==> src/design/vad_pkg.sv <==
// Package for the voice activity detector: configuration types, register
// indexes, end-cause codes and the result record layout.
// No dependencies.
`default_nettype none

package vad_pkg;

  // Configuration register indexes
  localparam logic [1:0] REG_THRESHOLD = 2'd0;
  localparam logic [1:0] REG_SILENCE   = 2'd1;
  localparam logic [1:0] REG_MAX_LEN   = 2'd2;
  localparam logic [1:0] REG_PREAMBLE  = 2'd3;

  localparam int unsigned CFG_IDX_W  = 2;
  localparam int unsigned CFG_DATA_W = 32;

  // Reset values of the registers
  localparam logic [30:0] THRESHOLD_RST = 31'd429497;
  localparam logic [15:0] SILENCE_RST   = 16'd25;
  localparam logic [31:0] MAX_LEN_RST   = 32'd480000;
  localparam logic [15:0] PREAMBLE_RST  = 16'd8000;

  // End causes
  localparam logic [1:0] CAUSE_NONE    = 2'd0;
  localparam logic [1:0] CAUSE_SILENCE = 2'd1;
  localparam logic [1:0] CAUSE_CAP     = 2'd2;

  // Reported field widths
  localparam int unsigned SUM_OUT_W   = 40;
  localparam int unsigned CROSS_OUT_W = 9;
  localparam int unsigned N_OUT_W     = 10;

  // Crossing-rate test: CROSS_MUL * crossings > samples (rate above 0.02)
  localparam int unsigned CROSS_MUL   = 50;

  typedef struct packed {
    logic [30:0] mean_square_threshold;
    logic [15:0] silence_frames_limit;
    logic [31:0] max_utterance_samples;
    logic [15:0] preamble_samples;
  } cfg_t;

  typedef struct packed {
    logic                   frame_is_speech;
    logic                   utterance_start;
    logic                   utterance_end;
    logic [1:0]             end_cause;
    logic                   in_utterance;
    logic [SUM_OUT_W-1:0]   square_sum;
    logic [CROSS_OUT_W-1:0] crossing_count;
    logic [N_OUT_W-1:0]     frame_length;
  } res_t;

endpackage

`default_nettype wire

==> src/design/vad_if.sv <==
// Channel interfaces of the voice activity detector: sample input and
// per-frame result output, both valid/ready. Depends on nothing.
`default_nettype none

interface vad_in_if;
  logic               valid;
  logic               ready;
  logic signed [15:0] sample;
  logic               frame_end;

  modport source (output valid, output sample, output frame_end, input ready);
  modport sink   (input valid, input sample, input frame_end, output ready);
endinterface

interface vad_out_if;
  logic        valid;
  logic        ready;
  logic        frame_is_speech;
  logic        utterance_start;
  logic        utterance_end;
  logic [1:0]  end_cause;
  logic        in_utterance;
  logic [39:0] square_sum;
  logic [8:0]  crossing_count;
  logic [9:0]  frame_length;

  modport source (output valid, output frame_is_speech, output utterance_start,
                  output utterance_end, output end_cause, output in_utterance,
                  output square_sum, output crossing_count, output frame_length,
                  input ready);
  modport sink   (input valid, input frame_is_speech, input utterance_start,
                  input utterance_end, input end_cause, input in_utterance,
                  input square_sum, input crossing_count, input frame_length,
                  output ready);
endinterface

`default_nettype wire

==> src/design/vad_front.sv <==
// Front end: squares samples, accumulates energy, crossings and count per
// frame, and pushes one frame record into the queue. Uses vad_if.
`default_nettype none

module vad_front #(
  parameter int unsigned MAX_FRAME = 512,
  parameter int unsigned SUM_W     = 40,
  parameter int unsigned XW        = 9,
  parameter int unsigned NW        = 10
) (
  input  wire logic            clk,
  input  wire logic            rst_n,
  vad_in_if.sink               in_ch,
  input  wire logic            full_i,
  output logic                 push_o,
  output logic [SUM_W-1:0]     push_sum_o,
  output logic [XW-1:0]        push_cross_o,
  output logic [NW-1:0]        push_n_o
);

  // Square stage
  logic        a_valid_r;
  logic [30:0] a_sq_r;
  logic        a_nonneg_r;
  logic        a_mark_r;
  logic signed [31:0] prod;

  // Frame accumulators
  logic [SUM_W-1:0] acc_r;
  logic [XW-1:0]    cross_r;
  logic [NW-1:0]    cnt_r;
  logic             prev_r;

  logic [SUM_W-1:0] sum_nxt;
  logic [XW-1:0]    cross_nxt;
  logic [NW-1:0]    cnt_nxt;
  logic             cross_inc;
  logic             frame_done;
  logic             acc_ready;
  logic             take_a;

  assign prod = in_ch.sample * in_ch.sample;

  // Frame ends on the mark or when the frame reaches its maximum length
  assign cnt_nxt    = cnt_r + NW'(1);
  assign frame_done = a_mark_r || (cnt_nxt == NW'(MAX_FRAME));
  assign cross_inc  = (cnt_r != '0) && (a_nonneg_r != prev_r);
  assign cross_nxt  = cross_r + XW'(cross_inc);
  assign sum_nxt    = acc_r + SUM_W'(a_sq_r);

  assign acc_ready  = !(a_valid_r && frame_done && full_i);
  assign take_a     = a_valid_r && acc_ready;
  assign in_ch.ready = !a_valid_r || acc_ready;

  assign push_o       = a_valid_r && frame_done && !full_i;
  assign push_sum_o   = sum_nxt;
  assign push_cross_o = cross_nxt;
  assign push_n_o     = cnt_nxt;

  // Square stage register
  always_ff @(posedge clk) begin
    if (!rst_n) begin
      a_valid_r <= 1'b0;
    end else if (in_ch.ready) begin
      a_valid_r <= in_ch.valid;
    end
    if (in_ch.ready && in_ch.valid) begin
      a_sq_r     <= prod[30:0];
      a_nonneg_r <= !in_ch.sample[15];
      a_mark_r   <= in_ch.frame_end;
    end
  end

  // Accumulate, clear at frame end
  always_ff @(posedge clk) begin
    if (!rst_n) begin
      acc_r   <= '0;
      cross_r <= '0;
      cnt_r   <= '0;
      prev_r  <= 1'b0;
    end else if (take_a) begin
      if (frame_done) begin
        acc_r   <= '0;
        cross_r <= '0;
        cnt_r   <= '0;
        prev_r  <= 1'b0;
      end else begin
        acc_r   <= sum_nxt;
        cross_r <= cross_nxt;
        cnt_r   <= cnt_nxt;
        prev_r  <= a_nonneg_r;
      end
    end
  end

endmodule

`default_nettype wire

==> src/design/vad_fifo.sv <==
// Short frame-record queue between front and back end.
// No package dependencies.
`default_nettype none

module vad_fifo #(
  parameter int unsigned W = 59
) (
  input  wire logic         clk,
  input  wire logic         rst_n,
  input  wire logic         push_i,
  input  wire logic [W-1:0] wdata_i,
  input  wire logic         pop_i,
  output logic [W-1:0]      rdata_o,
  output logic              full_o,
  output logic              empty_o
);

  localparam int unsigned DEPTH = 4;
  localparam int unsigned PW    = $clog2(DEPTH);

  logic [W-1:0]  mem [DEPTH];
  logic [PW-1:0] wr_ptr_r;
  logic [PW-1:0] rd_ptr_r;
  logic [PW:0]   count_r;

  assign full_o  = (count_r == (PW+1)'(DEPTH));
  assign empty_o = (count_r == '0);
  assign rdata_o = mem[rd_ptr_r];

  // Storage
  always_ff @(posedge clk) begin
    if (push_i) begin
      mem[wr_ptr_r] <= wdata_i;
    end
  end

  // Pointers and fill count
  always_ff @(posedge clk) begin
    if (!rst_n) begin
      wr_ptr_r <= '0;
      rd_ptr_r <= '0;
      count_r  <= '0;
    end else begin
      if (push_i) wr_ptr_r <= wr_ptr_r + PW'(1);
      if (pop_i)  rd_ptr_r <= rd_ptr_r + PW'(1);
      case ({push_i, pop_i})
        2'b10:   count_r <= count_r + (PW+1)'(1);
        2'b01:   count_r <= count_r - (PW+1)'(1);
        default: count_r <= count_r;
      endcase
    end
  end

endmodule

`default_nettype wire

==> src/design/vad_back.sv <==
// Back end: speech decision per frame and utterance segmenter, with the
// registered result stage. Uses vad_pkg and vad_if.
`default_nettype none

module vad_back #(
  parameter int unsigned SUM_W = 40,
  parameter int unsigned XW    = 9,
  parameter int unsigned NW    = 10
) (
  input  wire logic              clk,
  input  wire logic              rst_n,
  input  wire vad_pkg::cfg_t     cfg_i,
  input  wire logic              empty_i,
  input  wire logic [SUM_W-1:0]  sum_i,
  input  wire logic [XW-1:0]     cross_i,
  input  wire logic [NW-1:0]     n_i,
  output logic                   pop_o,
  vad_out_if.source              out_ch
);
  import vad_pkg::*;

  localparam int unsigned PRW = 31 + NW;
  localparam int unsigned CW  = XW + 6;

  // Decision stage
  logic             s1_valid_r;
  logic [SUM_W-1:0] s1_sum_r;
  logic [PRW-1:0]   s1_prod_r;
  logic             s1_zc_r;
  logic [XW-1:0]    s1_cross_r;
  logic [NW-1:0]    s1_n_r;

  // Segmenter state
  logic        speaking_r,  speaking_nxt;
  logic [15:0] quiet_r,     quiet_nxt;
  logic [31:0] len_r,       len_nxt;

  // Result register
  logic        out_valid_r;
  res_t        res_r;
  res_t        res_nxt;

  logic        adv2;
  logic        speech;
  logic [31:0] base;
  logic [32:0] len_sum;
  logic [31:0] len_add;
  logic [15:0] quiet_inc;
  logic [CW-1:0] zc_lhs;

  assign adv2  = s1_valid_r && (!out_valid_r || out_ch.ready);
  assign pop_o = !empty_i && (!s1_valid_r || adv2);
  assign zc_lhs = CW'(cross_i) * CW'(CROSS_MUL);

  // Threshold product and crossing-rate test
  always_ff @(posedge clk) begin
    if (!rst_n) begin
      s1_valid_r <= 1'b0;
    end else if (!s1_valid_r || adv2) begin
      s1_valid_r <= !empty_i;
    end
    if (pop_o) begin
      s1_sum_r   <= sum_i;
      s1_prod_r  <= PRW'(cfg_i.mean_square_threshold) * PRW'(n_i);
      s1_zc_r    <= zc_lhs > CW'(n_i);
      s1_cross_r <= cross_i;
      s1_n_r     <= n_i;
    end
  end

  // Segmenter decision
  assign speech    = (PRW'(s1_sum_r) > s1_prod_r) && s1_zc_r;
  assign base      = (speech && !speaking_r) ? {16'd0, cfg_i.preamble_samples} : len_r;
  assign len_sum   = {1'b0, base} + 33'(s1_n_r);
  assign len_add   = len_sum[32] ? 32'hFFFF_FFFF : len_sum[31:0];
  assign quiet_inc = (quiet_r != 16'hFFFF) ? quiet_r + 16'd1 : quiet_r;

  always_comb begin
    speaking_nxt = speaking_r;
    quiet_nxt    = quiet_r;
    len_nxt      = len_r;
    res_nxt.frame_is_speech = speech;
    res_nxt.utterance_start = 1'b0;
    res_nxt.utterance_end   = 1'b0;
    res_nxt.end_cause       = CAUSE_NONE;
    if (speech) begin
      res_nxt.utterance_start = !speaking_r;
      speaking_nxt = 1'b1;
      quiet_nxt    = '0;
      len_nxt      = len_add;
    end else if (speaking_r) begin
      len_nxt   = len_add;
      quiet_nxt = quiet_inc;
      if (quiet_inc >= cfg_i.silence_frames_limit) begin
        speaking_nxt = 1'b0;
        quiet_nxt    = '0;
        len_nxt      = '0;
        res_nxt.utterance_end = 1'b1;
        res_nxt.end_cause     = CAUSE_SILENCE;
      end
    end
    // Length cap, may hit on the starting frame too
    if (speaking_nxt && (len_nxt >= cfg_i.max_utterance_samples)) begin
      speaking_nxt = 1'b0;
      quiet_nxt    = '0;
      len_nxt      = '0;
      res_nxt.utterance_end = 1'b1;
      res_nxt.end_cause     = CAUSE_CAP;
    end
    res_nxt.in_utterance   = speaking_nxt;
    res_nxt.square_sum     = s1_sum_r[SUM_OUT_W-1:0];
    res_nxt.crossing_count = s1_cross_r[CROSS_OUT_W-1:0];
    res_nxt.frame_length   = s1_n_r[N_OUT_W-1:0];
  end

  // Segmenter state and result register
  always_ff @(posedge clk) begin
    if (!rst_n) begin
      speaking_r  <= 1'b0;
      quiet_r     <= '0;
      len_r       <= '0;
      out_valid_r <= 1'b0;
    end else begin
      if (adv2) begin
        speaking_r <= speaking_nxt;
        quiet_r    <= quiet_nxt;
        len_r      <= len_nxt;
      end
      if (!out_valid_r || out_ch.ready) begin
        out_valid_r <= s1_valid_r;
      end
    end
    if (adv2) begin
      res_r <= res_nxt;
    end
  end

  assign out_ch.valid           = out_valid_r;
  assign out_ch.frame_is_speech = res_r.frame_is_speech;
  assign out_ch.utterance_start = res_r.utterance_start;
  assign out_ch.utterance_end   = res_r.utterance_end;
  assign out_ch.end_cause       = res_r.end_cause;
  assign out_ch.in_utterance    = res_r.in_utterance;
  assign out_ch.square_sum      = res_r.square_sum;
  assign out_ch.crossing_count  = res_r.crossing_count;
  assign out_ch.frame_length    = res_r.frame_length;

endmodule

`default_nettype wire

==> src/design/vad_speech_segmenter.sv <==
// Top level of the energy and zero-crossing voice activity detector with
// utterance segmenter. Uses vad_pkg, vad_if, vad_front, vad_fifo, vad_back.
//
// One 16-bit sample is taken every clock cycle while the front end is not
// stalled by a full frame queue at a frame's end. A frame ends on a sample
// marked frame_end, or on the MAX_FRAME-th sample of a frame, and then gives
// exactly one result request: the speech decision (energy above threshold
// times sample count, and fifty times the crossings above the count), the
// utterance start/end flags with cause, and the frame's sum of squares,
// crossing count and length. The front end squares and accumulates in two
// stages; a four-entry frame queue decouples it from the back end, which
// takes one frame per cycle unless out_ch.ready holds it back, through a
// threshold multiplier stage and the segmenter into the output register.
// Configuration registers are written through cfg_we/cfg_index/cfg_wdata, by
// the user only while the block is idle; the block itself does not enforce it.
`default_nettype none

module vad_speech_segmenter #(
  parameter int unsigned MAX_FRAME = 512
) (
  input  wire logic                           clk,
  input  wire logic                           rst_n,
  vad_in_if.sink                              in_ch,
  vad_out_if.source                           out_ch,
  input  wire logic                           cfg_we,
  input  wire logic [vad_pkg::CFG_IDX_W-1:0]  cfg_index,
  input  wire logic [vad_pkg::CFG_DATA_W-1:0] cfg_wdata
);
  import vad_pkg::*;

  localparam int unsigned ACC_W = 31 + $clog2(MAX_FRAME);
  localparam int unsigned SUM_W = (ACC_W > SUM_OUT_W) ? ACC_W : SUM_OUT_W;
  localparam int unsigned XW0   = $clog2(MAX_FRAME);
  localparam int unsigned XW    = (XW0 > CROSS_OUT_W) ? XW0 : CROSS_OUT_W;
  localparam int unsigned NW0   = $clog2(MAX_FRAME + 1);
  localparam int unsigned NW    = (NW0 > N_OUT_W) ? NW0 : N_OUT_W;
  localparam int unsigned RW    = SUM_W + XW + NW;

  cfg_t cfg_r;

  logic             push;
  logic [SUM_W-1:0] push_sum;
  logic [XW-1:0]    push_cross;
  logic [NW-1:0]    push_n;
  logic             pop;
  logic             full;
  logic             empty;
  logic [RW-1:0]    head;

  // Configuration registers
  always_ff @(posedge clk) begin
    if (!rst_n) begin
      cfg_r.mean_square_threshold <= THRESHOLD_RST;
      cfg_r.silence_frames_limit  <= SILENCE_RST;
      cfg_r.max_utterance_samples <= MAX_LEN_RST;
      cfg_r.preamble_samples      <= PREAMBLE_RST;
    end else if (cfg_we) begin
      case (cfg_index)
        REG_THRESHOLD: cfg_r.mean_square_threshold <= cfg_wdata[30:0];
        REG_SILENCE:   cfg_r.silence_frames_limit  <= cfg_wdata[15:0];
        REG_MAX_LEN:   cfg_r.max_utterance_samples <= cfg_wdata[31:0];
        REG_PREAMBLE:  cfg_r.preamble_samples      <= cfg_wdata[15:0];
        default:       cfg_r <= cfg_r;
      endcase
    end
  end

  vad_front #(
    .MAX_FRAME (MAX_FRAME),
    .SUM_W     (SUM_W),
    .XW        (XW),
    .NW        (NW)
  ) u_front (
    .clk          (clk),
    .rst_n        (rst_n),
    .in_ch        (in_ch),
    .full_i       (full),
    .push_o       (push),
    .push_sum_o   (push_sum),
    .push_cross_o (push_cross),
    .push_n_o     (push_n)
  );

  vad_fifo #(
    .W (RW)
  ) u_fifo (
    .clk     (clk),
    .rst_n   (rst_n),
    .push_i  (push),
    .wdata_i ({push_sum, push_cross, push_n}),
    .pop_i   (pop),
    .rdata_o (head),
    .full_o  (full),
    .empty_o (empty)
  );

  vad_back #(
    .SUM_W (SUM_W),
    .XW    (XW),
    .NW    (NW)
  ) u_back (
    .clk     (clk),
    .rst_n   (rst_n),
    .cfg_i   (cfg_r),
    .empty_i (empty),
    .sum_i   (head[RW-1 -: SUM_W]),
    .cross_i (head[NW +: XW]),
    .n_i     (head[NW-1:0]),
    .pop_o   (pop),
    .out_ch  (out_ch)
  );

endmodule

`default_nettype wire
==> src/flat_wrapper.sv <==
// flat-port wrapper written by rule: the top's interface ports become plain ports
module vad_speech_segmenter_flat import vad_pkg::*;
#(
  parameter int unsigned MAX_FRAME = 512
)
  (clk, rst_n, cfg_we, cfg_index, cfg_wdata, in_ch_valid, in_ch_sample, in_ch_frame_end, in_ch_ready, out_ch_valid, out_ch_frame_is_speech, out_ch_utterance_start, out_ch_utterance_end, out_ch_end_cause, out_ch_in_utterance, out_ch_square_sum, out_ch_crossing_count, out_ch_frame_length, out_ch_ready);
  vad_in_if in_ch_i ();
  vad_out_if out_ch_i ();
  input  wire logic clk;
  input  wire logic rst_n;
  input  wire logic cfg_we;
  input  wire logic [vad_pkg::CFG_IDX_W-1:0] cfg_index;
  input  wire logic [vad_pkg::CFG_DATA_W-1:0] cfg_wdata;
  input wire logic [$bits(in_ch_i.valid)-1:0] in_ch_valid;
  input wire logic [$bits(in_ch_i.sample)-1:0] in_ch_sample;
  input wire logic [$bits(in_ch_i.frame_end)-1:0] in_ch_frame_end;
  output wire logic [$bits(in_ch_i.ready)-1:0] in_ch_ready;
  output wire logic [$bits(out_ch_i.valid)-1:0] out_ch_valid;
  output wire logic [$bits(out_ch_i.frame_is_speech)-1:0] out_ch_frame_is_speech;
  output wire logic [$bits(out_ch_i.utterance_start)-1:0] out_ch_utterance_start;
  output wire logic [$bits(out_ch_i.utterance_end)-1:0] out_ch_utterance_end;
  output wire logic [$bits(out_ch_i.end_cause)-1:0] out_ch_end_cause;
  output wire logic [$bits(out_ch_i.in_utterance)-1:0] out_ch_in_utterance;
  output wire logic [$bits(out_ch_i.square_sum)-1:0] out_ch_square_sum;
  output wire logic [$bits(out_ch_i.crossing_count)-1:0] out_ch_crossing_count;
  output wire logic [$bits(out_ch_i.frame_length)-1:0] out_ch_frame_length;
  input wire logic [$bits(out_ch_i.ready)-1:0] out_ch_ready;
  assign in_ch_i.valid = in_ch_valid;
  assign in_ch_i.sample = in_ch_sample;
  assign in_ch_i.frame_end = in_ch_frame_end;
  assign in_ch_ready = in_ch_i.ready;
  assign out_ch_valid = out_ch_i.valid;
  assign out_ch_frame_is_speech = out_ch_i.frame_is_speech;
  assign out_ch_utterance_start = out_ch_i.utterance_start;
  assign out_ch_utterance_end = out_ch_i.utterance_end;
  assign out_ch_end_cause = out_ch_i.end_cause;
  assign out_ch_in_utterance = out_ch_i.in_utterance;
  assign out_ch_square_sum = out_ch_i.square_sum;
  assign out_ch_crossing_count = out_ch_i.crossing_count;
  assign out_ch_frame_length = out_ch_i.frame_length;
  assign out_ch_i.ready = out_ch_ready;
  vad_speech_segmenter #(.MAX_FRAME(MAX_FRAME)) u_core (.clk(clk), .rst_n(rst_n), .in_ch(in_ch_i), .out_ch(out_ch_i), .cfg_we(cfg_we), .cfg_index(cfg_index), .cfg_wdata(cfg_wdata));
endmodule
==> config.mk <==
export PLATFORM = sky130hd
export DESIGN_NAME = vad_speech_segmenter_flat
export DESIGN_NICKNAME = d
export VERILOG_FILES = /design/src/design/vad_pkg.sv /design/src/design/vad_if.sv /design/src/design/vad_front.sv /design/src/design/vad_fifo.sv /design/src/design/vad_back.sv /design/src/design/vad_speech_segmenter.sv /design/src/flat_wrapper.sv
export SDC_FILE = /design/constraint.sdc
export NUM_CORES = 2
export LEC_CHECK = 0
export BUFFER_PORTS_ARGS = -buffer_cell sky130_fd_sc_hd__buf_2
export CAP_MARGIN = 5
export CORE_MARGIN = 2
export CORE_UTILIZATION = 50
export DETAILED_ROUTE_END_ITERATION = 7
export PLACE_DENSITY_LB_ADDON = 0.1
export SYNTH_ARGS = -nofsm -noshare
export SYNTH_HDL_FRONTEND = slang
export SYNTH_SLANG_ARGS = --single-unit
==> constraint.sdc <==
create_clock -name clk -period 22 [get_ports clk]
set_input_delay 0 -clock clk [delete_from_list [all_inputs] [get_ports clk]]
set_output_delay 0 -clock clk [all_outputs]
set_load 0.03 [all_outputs]
==> results.cfg <==
[run_status]
status = finished, final reports clean

[logic_synthesis]
ys_warn_count = 0
synth_cell_types = 92
synth_ff_type = edfxtp_1
syn_area_sq_mm = 0.0478
synthArstFlopShare_pct = 0
syn_nets = 5347
ys_seq_area_share_pct = 36.3
ys_ff_latch = 650
synth-edff-count = 434
synth_area_per_cell_sq_um = 10.7
synth_cells = 4488

[finish]
nets = 5421
layout_common_cells = inv_1 (651), nand2_1 (603), fa_1 (469), edfxtp_1 (434), ha_1 (334)
diodes = 0
drive_above_1_share_pct = 7.86
mostFrequentLayoutCell = inv_1
fillCellCount = 8303
areaGrowthSynthToFinish_pct = 9.66

[critical_path]
cp_data_arrival_time_ns = 9.51
cpPeakStageDelay_ns = 0.80
cp.buffers_inverters = 2
critPathKind = reg -> reg
crit_required_ns = 22.55
cp-end-kind = flip-flop
slowest_stage = nor4_1
worst_path_dominant_cell_family = compound AO/OA/AOI/OAI gates
crit_top_cell = nand2_1
startpoint_type = flip-flop
cp_max_fo = 38

[run]
max_cap_viol_count = 0

[sta]
tightest_slew_ns = 0.991
drv_slew = 0
fin_ws_ns = 13.04
min_period_ns = 8.96
max-slew-margin-rel_pct = 33.9
fin_crit_sh_pct = 40.7
fmax_mhz = 112
setup_viol = 0
fin_tns_setup_ns = 0
skew_ns = 0.0397
hold_viol = 0
rsz0062_at_grt = false

[routing]
vias = 31971
drtPass1Iterations = 5
drc = 0
vias_per_cell = 5.43
wl_per_cell_microns = 19.1
drt_iter0_drc = 1991
antenna_left = 0
drt_wl_total_microns = 112000

[clock_tree]
postCtsSetupRepairBufs = 0
clock_path_buffers = 3
root_buffer = clkbuf_16
clk-insertion-delay-late_ns = 0.63
cts_sinks = 650
cts_buffers = 73
clk_pin_slew_worst_paths_ns = 0.06
post_cts_resized = 0
h-tree-depth = 3
tritoncts = built

[placement]
post-place-ws_ns = 13.21
gp_congestion = 0.885
port_buffers = 122
dp_hpwl_microns = 83800

[floorplan]
die_w_microns = 313
num_rows = 113
fp.dieArea_sq_mm = 0.0981
core_area_sq_mm = 0.0949
pin_count = 123
fp.dieH_microns = 313
start_util_pct = 50.4

[grt]
grt_pass1_wl_microns = 182000
antenna_found_initial = 1
grt_max_degree = 86
grt_usage_pct = 23.5
grt_overflow_total = 0
grt_pass1_vias = 32735

[hold_path]
hold_path_class = in -> reg
worst paths after layout:
path	start	endpoint	slack, ns	cells past startpoint
max reg2reg	u_core.u_back.s1_sum_r[36]$_DFFE_PP_	u_core.u_back.len_r[29]$_SDFFE_PN0P_	13.04	30
min	cfg_index[1]	u_core.cfg_r[67]$_SDFFE_PN1P_	0.05	5
min reg2reg	u_core.u_back.s1_cross_r[1]$_DFFE_PP_	u_core.u_back.out_ch.crossing_count[1]$_DFFE_PP_	0.42	0
max	u_core.u_back.s1_sum_r[36]$_DFFE_PP_	u_core.u_back.len_r[29]$_SDFFE_PN0P_	13.04	30
tightest hold or removal path, delay by kind of cell:
family | cells | cell delay [ns]
simple gates | 3 | 0.22
buf+inv | 2 | 0.38
kinds of logic (layout without fill, tap and decap cells):
| group | after synthesis | after routing | synth area share (%) |
|---|---|---|---|
| AO/OA/AOI/OAI | 701 | 701 | 9.98 |
| adder cells (fa/ha/maj) | 803 | 803 | 28.4 |
| flip-flops | 650 | 650 | 36.3 |
| AND/OR/NAND/NOR | 1265 | 1265 | 12.8 |
| multiplexers | 72 | 72 | 3.06 |
| XOR/XNOR | 156 | 156 | 2.86 |
| buffers and inverters | 841 | 971 | 6.64 |
synth_stat cells, drive strengths merged, types with 23 or more instances:
cell      n  area share, %
o21ai   115            1.2
nor2    124           0.99
a22oi    38           0.60
dfxtp   216            9.0
nor2b    52           0.68
ha      334            8.7
inv     654            5.1
nor3     45           0.51
buf      23           0.21
clkbuf  164            1.3
o21a     25           0.39
and2    216            2.8
nand2   603            4.7
nand3    72           0.76
a22o     23           0.42
mux4     59            2.8
fa      469             20
nand4    28           0.37
a21boi   84            1.3
o21bai   28           0.44
nand2b   28           0.37
o211ai   31           0.50
a21o     75            1.2
edfxtp  434             27
a21oi   143            1.5
xnor2   107            2.0
xor2     49           0.90
flip-flops by register name (all words and copies together) (netlist names), 10 cells and up, named ones only:
signal                             flops
u_core.u_fifo.mem                    236
u_core.cfg_r                          95
u_core.u_back.s1_prod_r               41
u_core.u_back.out_ch.square_sum       40
u_core.u_back.s1_sum_r                40
u_core.u_front.acc_r                  40
u_core.u_back.len_r                   32
u_core.u_front.a_sq_r                 30
u_core.u_back.quiet_r                 16
u_core.u_back.out_ch.frame_length     10
u_core.u_back.s1_n_r                  10
u_core.u_front.cnt_r                  10
layout make-up:
type	count	area, sq um	share of cell area (%)
multi-input combinational	2997	27300	52.1
sequential	650	17400	33.1
inverter	654	2460	4.69
clock buffer	93	1960	3.74
tap	1265	1580	3.02
timing repair buffer	186	1190	2.27
clock inverter	38	561	1.07
per-stage QoR:
step / cell area [sq um] / util, % / std cells / hold WS, ns
CTS: 52400 / 55.3 / 5883 / 0.0263
finish: 52400 / 55.3 / 5883 / 0.0517
global route: 52400 / 55.3 / 5883 / 0.0730
detailed placement: 49500 / 52.2 / 5713 / 0.231
floorplan: 47800 / - / 4488 / 0.0989
global placement: 49500 / 52.2 / 5713 / 0.241
metal layers:
layer  vias up  wire length (microns)  track usage (%)
li1      15201                      -                -
met1     15963                  50500             32.2
met4         0                   2070             5.61
met5         -                      0                0
met2       670                  55300             39.9
met3       137                   4450             2.71
repair_timing:
action                                 4_1_cts  5_1_grt
hold buffers                                39        0
endpoints found under the hold margin      133        0
setup endpoints to repair                    0        0
Power is left out: the tool's default activity adds up to more than one toggle a clock period on the data nets, which glitch-free logic cannot reach.
